## config.mk

```make
export PLATFORM = sky130hd
export DESIGN_NAME = framed_decimal_field_parser
export DESIGN_NICKNAME = d
export VERILOG_FILES = /design/src/fdp_pkg.sv /design/src/fdp_core.sv /design/src/fdp_out_reg.sv /design/src/framed_decimal_field_parser.sv
export SDC_FILE = /design/constraint.sdc
export NUM_CORES = 1
export LEC_CHECK = 0
export BUFFER_PORTS_ARGS = -buffer_cell sky130_fd_sc_hd__clkbuf_2
export CORE_UTILIZATION = 40
export DETAILED_ROUTE_END_ITERATION = 6
export PLACE_DENSITY = 0.65
export SLEW_MARGIN = 20
export SYNTH_ARGS = -nofsm -noshare
export SYNTH_HDL_FRONTEND = slang
export SYNTH_SLANG_ARGS = --single-unit
```

## constraint.sdc

```tcl
create_clock -name clk -period 3.9 [get_ports clk]
set_input_delay 0.585 -clock clk [delete_from_list [all_inputs] [get_ports clk]]
set_output_delay 0.585 -clock clk [all_outputs]
set_load 0.005 [all_outputs]
```

## src/fdp_pkg.sv

```systemverilog
// Shared types and constants for the framed decimal field parser.
package fdp_pkg;

	localparam int NUM_FIELDS  = 5;
	localparam int VALUE_W     = 10;
	localparam int TOTAL_W     = 13;
	localparam int FCNT_W      = 3;
	localparam int DCNT_W      = 2;
	localparam int IN_TDATA_W  = 8;
	localparam int OUT_TDATA_W = 64;

	localparam logic [7:0] CH_START = 8'h53;  // 'S'
	localparam logic [7:0] CH_END   = 8'h54;  // 'T'
	localparam logic [7:0] CH_SEP   = 8'h2C;  // ','
	localparam logic [7:0] CH_ZERO  = 8'h30;  // '0'
	localparam logic [7:0] CH_NINE  = 8'h39;  // '9'

	localparam logic [FCNT_W-1:0] FIELDS_FULL = FCNT_W'(NUM_FIELDS);
	localparam logic [FCNT_W-1:0] FIELDS_LAST = FCNT_W'(NUM_FIELDS - 1);

	typedef enum logic {
		ST_IDLE,
		ST_FRAME
	} fsm_state_t;

	typedef struct packed {
		logic [VALUE_W-1:0] value_a;
		logic [VALUE_W-1:0] value_b;
		logic [VALUE_W-1:0] value_c;
		logic [VALUE_W-1:0] value_d;
		logic [VALUE_W-1:0] value_e;
		logic [TOTAL_W-1:0] field_total;
	} result_t;

	typedef struct packed {
		logic              emit;
		logic              in_frame;
		logic [FCNT_W-1:0] fields_taken;
	} core_stat_t;

endpackage

```

## src/fdp_core.sv

```systemverilog
// Frame parser: state, digit accumulate, field store and result build.
module fdp_core
	import fdp_pkg::*;
#(
	parameter int MAX_DIGITS = 3
) (
	input  logic       clk,
	input  logic       arst_n,
	input  logic       valid,
	input  logic       step,
	input  logic [7:0] rx_byte,
	output result_t    result,
	output core_stat_t stat
);

	localparam logic [DCNT_W-1:0] MaxDig = DCNT_W'(MAX_DIGITS);

	fsm_state_t         state_q, state_d;
	logic [FCNT_W-1:0]  fields_q, fields_d;
	logic [DCNT_W-1:0]  digits_q, digits_d;
	logic [VALUE_W-1:0] accum_q, accum_d;
	logic [VALUE_W-1:0] store_q [NUM_FIELDS];
	logic               store_we;
	logic               emit;

	logic               is_start, is_end, is_sep, is_digit, can_close;
	logic [3:0]         digit;
	logic [13:0]        mac;

	assign is_start  = rx_byte == CH_START;
	assign is_end    = rx_byte == CH_END;
	assign is_sep    = rx_byte == CH_SEP;
	assign is_digit  = (rx_byte >= CH_ZERO) && (rx_byte <= CH_NINE);
	assign digit     = 4'(rx_byte - CH_ZERO);
	assign can_close = (digits_q != '0) && (fields_q < FIELDS_FULL);
	assign mac       = 14'({accum_q, 3'b000}) + 14'({accum_q, 1'b0}) + 14'(digit);

	always_comb begin
		state_d = state_q;
		unique case (state_q)
			ST_IDLE: begin
				if (is_start) state_d = ST_FRAME;
			end
			ST_FRAME: begin
				if (!is_sep && !is_digit) state_d = ST_IDLE;
			end
			default: state_d = ST_IDLE;
		endcase
	end

	always_comb begin
		fields_d = fields_q;
		digits_d = digits_q;
		accum_d  = accum_q;
		store_we = 1'b0;
		emit     = 1'b0;
		unique case (state_q)
			ST_IDLE: begin
				if (is_start) begin
					fields_d = '0;
					digits_d = '0;
					accum_d  = '0;
				end
			end
			ST_FRAME: begin
				if (is_end) begin
					emit = (fields_q == FIELDS_FULL) ||
						((fields_q == FIELDS_LAST) && (digits_q != '0));
					fields_d = '0;
					digits_d = '0;
					accum_d  = '0;
				end else if (is_sep) begin
					if (can_close) begin
						store_we = 1'b1;
						fields_d = fields_q + 1'b1;
						digits_d = '0;
						accum_d  = '0;
					end
				end else if (is_digit) begin
					if (digits_q < MaxDig) begin
						accum_d  = VALUE_W'(mac);
						digits_d = digits_q + 1'b1;
					end
				end else begin
					fields_d = '0;
					digits_d = '0;
					accum_d  = '0;
				end
			end
			default: begin
				fields_d = '0;
				digits_d = '0;
				accum_d  = '0;
			end
		endcase
	end

	always_ff @(posedge clk or negedge arst_n) begin
		if (!arst_n) begin
			state_q  <= ST_IDLE;
			fields_q <= '0;
			digits_q <= '0;
			accum_q  <= '0;
		end else if (step) begin
			state_q  <= state_d;
			fields_q <= fields_d;
			digits_q <= digits_d;
			accum_q  <= accum_d;
		end
	end

	// field store has no reset; entries are read only after being written
	always_ff @(posedge clk) begin
		if (step && store_we) store_q[fields_q] <= accum_q;
	end

	// 'T' may close the fifth field straight from the accumulator
	always_comb begin
		result.value_a     = store_q[0];
		result.value_b     = store_q[1];
		result.value_c     = store_q[2];
		result.value_d     = store_q[3];
		result.value_e     = (fields_q == FIELDS_FULL) ? store_q[4] : accum_q;
		result.field_total = TOTAL_W'(result.value_a) + TOTAL_W'(result.value_b)
			+ TOTAL_W'(result.value_c) + TOTAL_W'(result.value_d)
			+ TOTAL_W'(result.value_e);
	end

	assign stat.emit         = valid && emit;
	assign stat.in_frame     = state_q == ST_FRAME;
	assign stat.fields_taken = fields_q;

endmodule

```

## src/fdp_out_reg.sv

```systemverilog
// Result register for the master stream side.
module fdp_out_reg
	import fdp_pkg::*;
(
	input  logic                   clk,
	input  logic                   arst_n,
	input  logic                   load,
	input  result_t                result,
	output logic                   free,
	output logic                   tvalid,
	input  logic                   tready,
	output logic [OUT_TDATA_W-1:0] tdata
);

	logic    valid_q;
	result_t data_q;

	always_ff @(posedge clk or negedge arst_n) begin
		if (!arst_n) begin
			valid_q <= 1'b0;
		end else if (load) begin
			valid_q <= 1'b1;
		end else if (tready) begin
			valid_q <= 1'b0;
		end
	end

	always_ff @(posedge clk) begin
		if (load) data_q <= result;
	end

	assign free   = !valid_q || tready;
	assign tvalid = valid_q;
	assign tdata  = {1'b0, data_q.field_total, data_q.value_e, data_q.value_d,
		data_q.value_c, data_q.value_b, data_q.value_a};

endmodule

```

## src/framed_decimal_field_parser.sv

```systemverilog
// Framed decimal field parser, top level.
// Slave stream: one received ASCII byte per request on s_axis_tdata.
// Master stream: one request per completed frame 'S' v,v,v,v,v 'T' carrying
// the five field values and their sum.
// Bytes outside a frame other than 'S' are dropped; inside a frame digits
// build the current field (up to MAX_DIGITS, extra ones dropped), ',' closes
// a non-empty field, 'T' ends the frame, anything else aborts it.
// Throughput: one byte per cycle while no closing 'T' waits for the result register;
// the parser state updates once per byte in a single register stage.
// Path: the result for a closing 'T' reaches m_axis through the input register,
// then the result register, which loads as that byte leaves the input register.
// Stall: while a result waits on m_axis_tready, bytes that produce no result
// keep flowing; only a second closing 'T' waits in the input register.
// Reset (arst_n low) returns to idle outside any frame and drops any pending
// byte or result.
module framed_decimal_field_parser
	import fdp_pkg::*;
#(
	parameter int MAX_DIGITS = 3
) (
	input  logic                   clk,
	input  logic                   arst_n,
	input  logic                   s_axis_tvalid,
	output logic                   s_axis_tready,
	input  logic [IN_TDATA_W-1:0]  s_axis_tdata,  // [7:0] rx_byte
	output logic                   m_axis_tvalid,
	input  logic                   m_axis_tready,
	// [9:0] value_a, [19:10] value_b, [29:20] value_c, [39:30] value_d,
	// [49:40] value_e, [62:50] field_total, [63] zero
	output logic [OUT_TDATA_W-1:0] m_axis_tdata
);

	logic       valid_s1;
	logic [7:0] byte_s1;
	logic       advance_s1;
	logic       out_free;
	result_t    result;
	core_stat_t stat;

	assign advance_s1    = valid_s1 && (!stat.emit || out_free);
	assign s_axis_tready = !valid_s1 || advance_s1;

	always_ff @(posedge clk or negedge arst_n) begin
		if (!arst_n) begin
			valid_s1 <= 1'b0;
		end else if (s_axis_tvalid && s_axis_tready) begin
			valid_s1 <= 1'b1;
		end else if (advance_s1) begin
			valid_s1 <= 1'b0;
		end
	end

	always_ff @(posedge clk) begin
		if (s_axis_tvalid && s_axis_tready) byte_s1 <= s_axis_tdata;
	end

	fdp_core #(
		.MAX_DIGITS(MAX_DIGITS)
	) u_core (
		.clk    (clk),
		.arst_n (arst_n),
		.valid  (valid_s1),
		.step   (advance_s1),
		.rx_byte(byte_s1),
		.result (result),
		.stat   (stat)
	);

	fdp_out_reg u_out (
		.clk   (clk),
		.arst_n(arst_n),
		.load  (advance_s1 && stat.emit),
		.result(result),
		.free  (out_free),
		.tvalid(m_axis_tvalid),
		.tready(m_axis_tready),
		.tdata (m_axis_tdata)
	);

`ifndef SYNTHESIS
	a_no_overwrite: assert property (@(posedge clk) disable iff (!arst_n)
		!(advance_s1 && stat.emit && m_axis_tvalid && !m_axis_tready))
		else $error("result register overwritten while stalled");

	a_fields_bound: assert property (@(posedge clk) disable iff (!arst_n)
		stat.fields_taken <= FIELDS_FULL)
		else $error("field count beyond five");

	a_emit_cause: assert property (@(posedge clk) disable iff (!arst_n)
		stat.emit |-> (stat.in_frame && byte_s1 == CH_END))
		else $error("result raised without closing byte in frame");

	a_total_sum: assert property (@(posedge clk) disable iff (!arst_n)
		m_axis_tvalid |-> (m_axis_tdata[62:50] == 13'(m_axis_tdata[9:0])
			+ 13'(m_axis_tdata[19:10]) + 13'(m_axis_tdata[29:20])
			+ 13'(m_axis_tdata[39:30]) + 13'(m_axis_tdata[49:40])))
		else $error("field total does not match field values");
`endif

endmodule

```

==> flow_metrics.env <==
export IMPL_clk_path_buf_depth=2
export IMPL_vias_per_cell=4.80
export IMPL_track_usage=0.163
export IMPL_cts_tree="done"
export IMPL_clock_latency_ns=0.43
export IMPL_grt_max_degree=64
export IMPL_seq_area_sq_um=4080
export IMPL_syn_nets=540
export IMPL_root_buffer="clkbuf_16"
export IMPL_synth_main_ff_cell="edfxtp_1"
export IMPL_die_area_sq_um=17200
export IMPL_cp_cell_sequence="ha_2 -> buf_4 -> buf_4 -> a21oi_2 -> o211ai_1 -> and2_4 -> o21ai_2 -> xnor2_1 -> fa_1 -> inv_1 -> fa_1 -> inv_1 -> ha_1 -> or3_4 -> o21bai_4 -> a311oi_2 -> nor2_1"
export IMPL_critical_path_class="flop to flop"
export IMPL_synthArstFlopShare=0.129
export IMPL_netlist_instances=464
export IMPL_avgSynthCellArea_sq_um=14.4
export IMPL_die_h_um=131
export IMPL_grt_pass1_wl_um=21500
export IMPL_place_gp_congestion=0.799
export IMPL_drive_gt1_frac=0.355
export IMPL_fin_hold_ws_ns=0.0943
export IMPL_synth_cell_types=56
export IMPL_rsz0062_at_grt="yes"
export IMPL_leakage_nw=3.63
export IMPL_dr_pass1_iters=4
export IMPL_finalCritPeriodShare=1.03
export IMPL_crit_fanout=3
export IMPL_grt_pass1_vias=4250
export IMPL_fmax_mhz=249
export IMPL_final_area_sq_um=8590
export IMPL_synth_top_cell_by_area="edfxtp_1"
export IMPL_skew_ns=0.0141
export IMPL_required_ns=4.07
export IMPL_postCtsHoldBufs=0
export IMPL_switching_share=0.189
export IMPL_power_mw=3.16
export IMPL_violations="setup timing"
export IMPL_r2r_end="u_out.tdata[62]"
export IMPL_wl_per_cell_um=15.0
export IMPL_combPwrFrac=0.019
export IMPL_core_sq_um=16100
export IMPL_pre_cts_slack_ns=-0.318
export IMPL_antenna_found_initial=0
export IMPL_nFillCells=1341
export IMPL_relSlewSlack=0.470
export IMPL_critPathLaunchType="flop"
export IMPL_yosysWarnings=0
export IMPL_cts_buffers=17
export IMPL_ir_drop_v=0.000307
export IMPL_grt_overflow=0
export IMPL_drtAntennaViolNets=0
export IMPL_period_minus_slack_ns=4.02
export IMPL_powerDensity_nw_per_um2=368
export IMPL_num_io_pins=78
export IMPL_initial_core_util=0.414
export IMPL_synth_area_top_cells="edfxtp_1, ha_1, fa_1"
export IMPL_finalHoldViolations=0
export IMPL_worstPathArrival_ns=4.19
export IMPL_setup_violations=4
export IMPL_r2r_start="u_core.store_q[0][0]"
export IMPL_drt_iter0_markers=203
export IMPL_antennaDiodeCount=0
export IMPL_row_count=46
export IMPL_synth_seq_cells=139
export IMPL_clkTransAtPathRegs_ns=0.06
export IMPL_post_dp_cell_area_sq_um=7800
export IMPL_worstMarginPinSlew_ns=0.795
export IMPL_route_vias_total=4108
export IMPL_final_core_util=0.533
export IMPL_setup_tns_final_ns=-0.313
export IMPL_critPathMaxStageDelay_ns=0.49
export IMPL_crit_slowest_cell="fa_1"
export IMPL_synth_edff_count=121
export IMPL_drc=0
export IMPL_clockPowerShare=0.469
export IMPL_net_switching_power_mw=0.599
export IMPL_status="finished with violations"
export IMPL_p_int_mw=2.56
export IMPL_reg2reg_depth=17
export IMPL_nets=704
export IMPL_synth_area_sq_um=6680
export IMPL_area_growth_pct=28.7
export IMPL_maxSlewViolCount=0
export IMPL_h_tree_depth=4
export IMPL_rrSetupSlack_ns=-0.12
export IMPL_synthDominantCellAreaShare=0.544
export IMPL_clkSinkCount=139
export IMPL_ys_seq_area_frac=0.612
export IMPL_final_cell_count_no_fill=856
export IMPL_drv_cap=0
export IMPL_hp_class="primary input to async pin"
export IMPL_multiInputGateArea_sq_um=2520
export IMPL_place_inst=818
export IMPL_p_seq_frac=0.513
export IMPL_die_x_um=131
export IMPL_setup_slack_ns=-0.120
export IMPL_dpl_hpwl_um=9500
export IMPL_cp_end_kind="flop"
export IMPL_io_buffers=76
export IMPL_wl_um=12900
## worst max-delay path by stage
stage / startpoint / to / slack (ns) / cells after the start
5_1_grt: u_core.store_q[0][0] / u_out.tdata[62] / -0.28 / 17
2_1_floorplan: u_core.store_q[1][0] / u_out.tdata[62] / -0.03 / 17
6_report: u_core.store_q[0][0] / u_out.tdata[62] / -0.12 / 17
4_1_cts: u_core.store_q[0][0] / u_out.tdata[62] / -0.07 / 17
3_3_place_gp: u_core.store_q[1][0] / u_out.tdata[62] / -0.22 / 17
3_5_place_dp: u_core.store_q[1][0] / u_out.tdata[62] / -0.32 / 17
## Yosys cell counts (10+ instances only)
cell	count
a21oi_1	10
dfrtp_1	18
edfxtp_1	121
fa_1	23
ha_1	41
inv_1	68
nand2_1	10
nor2_1	20
nor2b_1	12
nor3_1	12
o21ai_0	13
xnor2_1	15
## routing by layer
layer,wire (um),global-route usage,up-vias
li1,-,-,2016
met1,5700,0.196,1993
met2,6440,0.272,78
met3,478,0.0455,21
met4,236,0.0725,0
met5,0,0,-
## cell families (layout without fill, tap and decap cells)
| family | count (synthesis) | count (layout) | share of synthesized area |
|---|---|---|---|
| adders and majority gates | 64 | 64 | 0.146 |
| DFF | 139 | 139 | 0.612 |
| AOI/OAI and AO/OA | 67 | 67 | 0.0740 |
| and+or+nand+nor | 87 | 87 | 0.0729 |
| buffers and inverters | 70 | 246 | 0.0410 |
| other | 1 | 1 | 0.000562 |
| muxes | 17 | 17 | 0.0292 |
| xor gates and xnor gates | 19 | 19 | 0.0249 |
## what timing repair did
| item | CTS | global route |
|---|---|---|
| pin swaps | 16 | 10 |
| endpoints found under the setup margin | 6 | 7 |
| gates resized for setup | 24 | 24 |
| buffers inserted | 4 | 4 |
## power by group through the flow
stage                     registers, mW  clock network, mW  logic (mW)
final                              1.62               1.48      0.0586
after global routing               1.62               1.58      0.0656
after CTS                          1.62               1.51      0.0595
after detailed placement           1.65                  0      0.0592
after global placement             1.65                  0      0.0563
after floorplan                    1.65                  0      0.0335
## area by class of cell
class | instances | share of cell area
clock buffer | 22 | 0.0517
clock inverter | 9 | 0.0115
inverter | 68 | 0.0297
multi-input combinational | 255 | 0.293
sequential | 139 | 0.475
tap | 216 | 0.0314
timing repair buffer | 147 | 0.108
## critical path, delay by kind of cell (launching register included)
| kind | cells | cell delay, ns |
|---|---|---|
| fa+ha+maj | 4 | 1.38 |
| compound gates | 5 | 0.87 |
| simple gates | 3 | 0.64 |
| flops | 1 | 0.40 |
| buf+inv | 4 | 0.34 |
| xor+xnor | 1 | 0.11 |
## cell usage in the layout (no fill, tap or decap), types with 4 or more instances in the layout
master,count
nor2_1,17
o21ai_0,8
inv_1,65
clkbuf_1,5
nand3_1,5
buf_4,70
edfxtp_1,121
ha_1,37
xnor2_1,12
nor2b_1,11
dfrtp_1,18
clkbuf_2,76
a22o_1,7
nor3_1,10
fa_1,21
mux2_2,9
o211ai_1,4
o21a_1,5
a21oi_1,7
clkbuf_16,17
nand2b_1,4
nand2_1,9
## registers in the layout, indices dropped and copies added, names as in the netlist
register and count:
u_out.tdata 63, u_core.store_q 50, u_core.accum_q 10, byte_s1 8, u_core.fields_q 3, u_core.digits_q 2, u_core.state_q 1, u_out.tvalid 1
valid_s1 1
No activity file was read; power rests on OpenSTA's default activity.
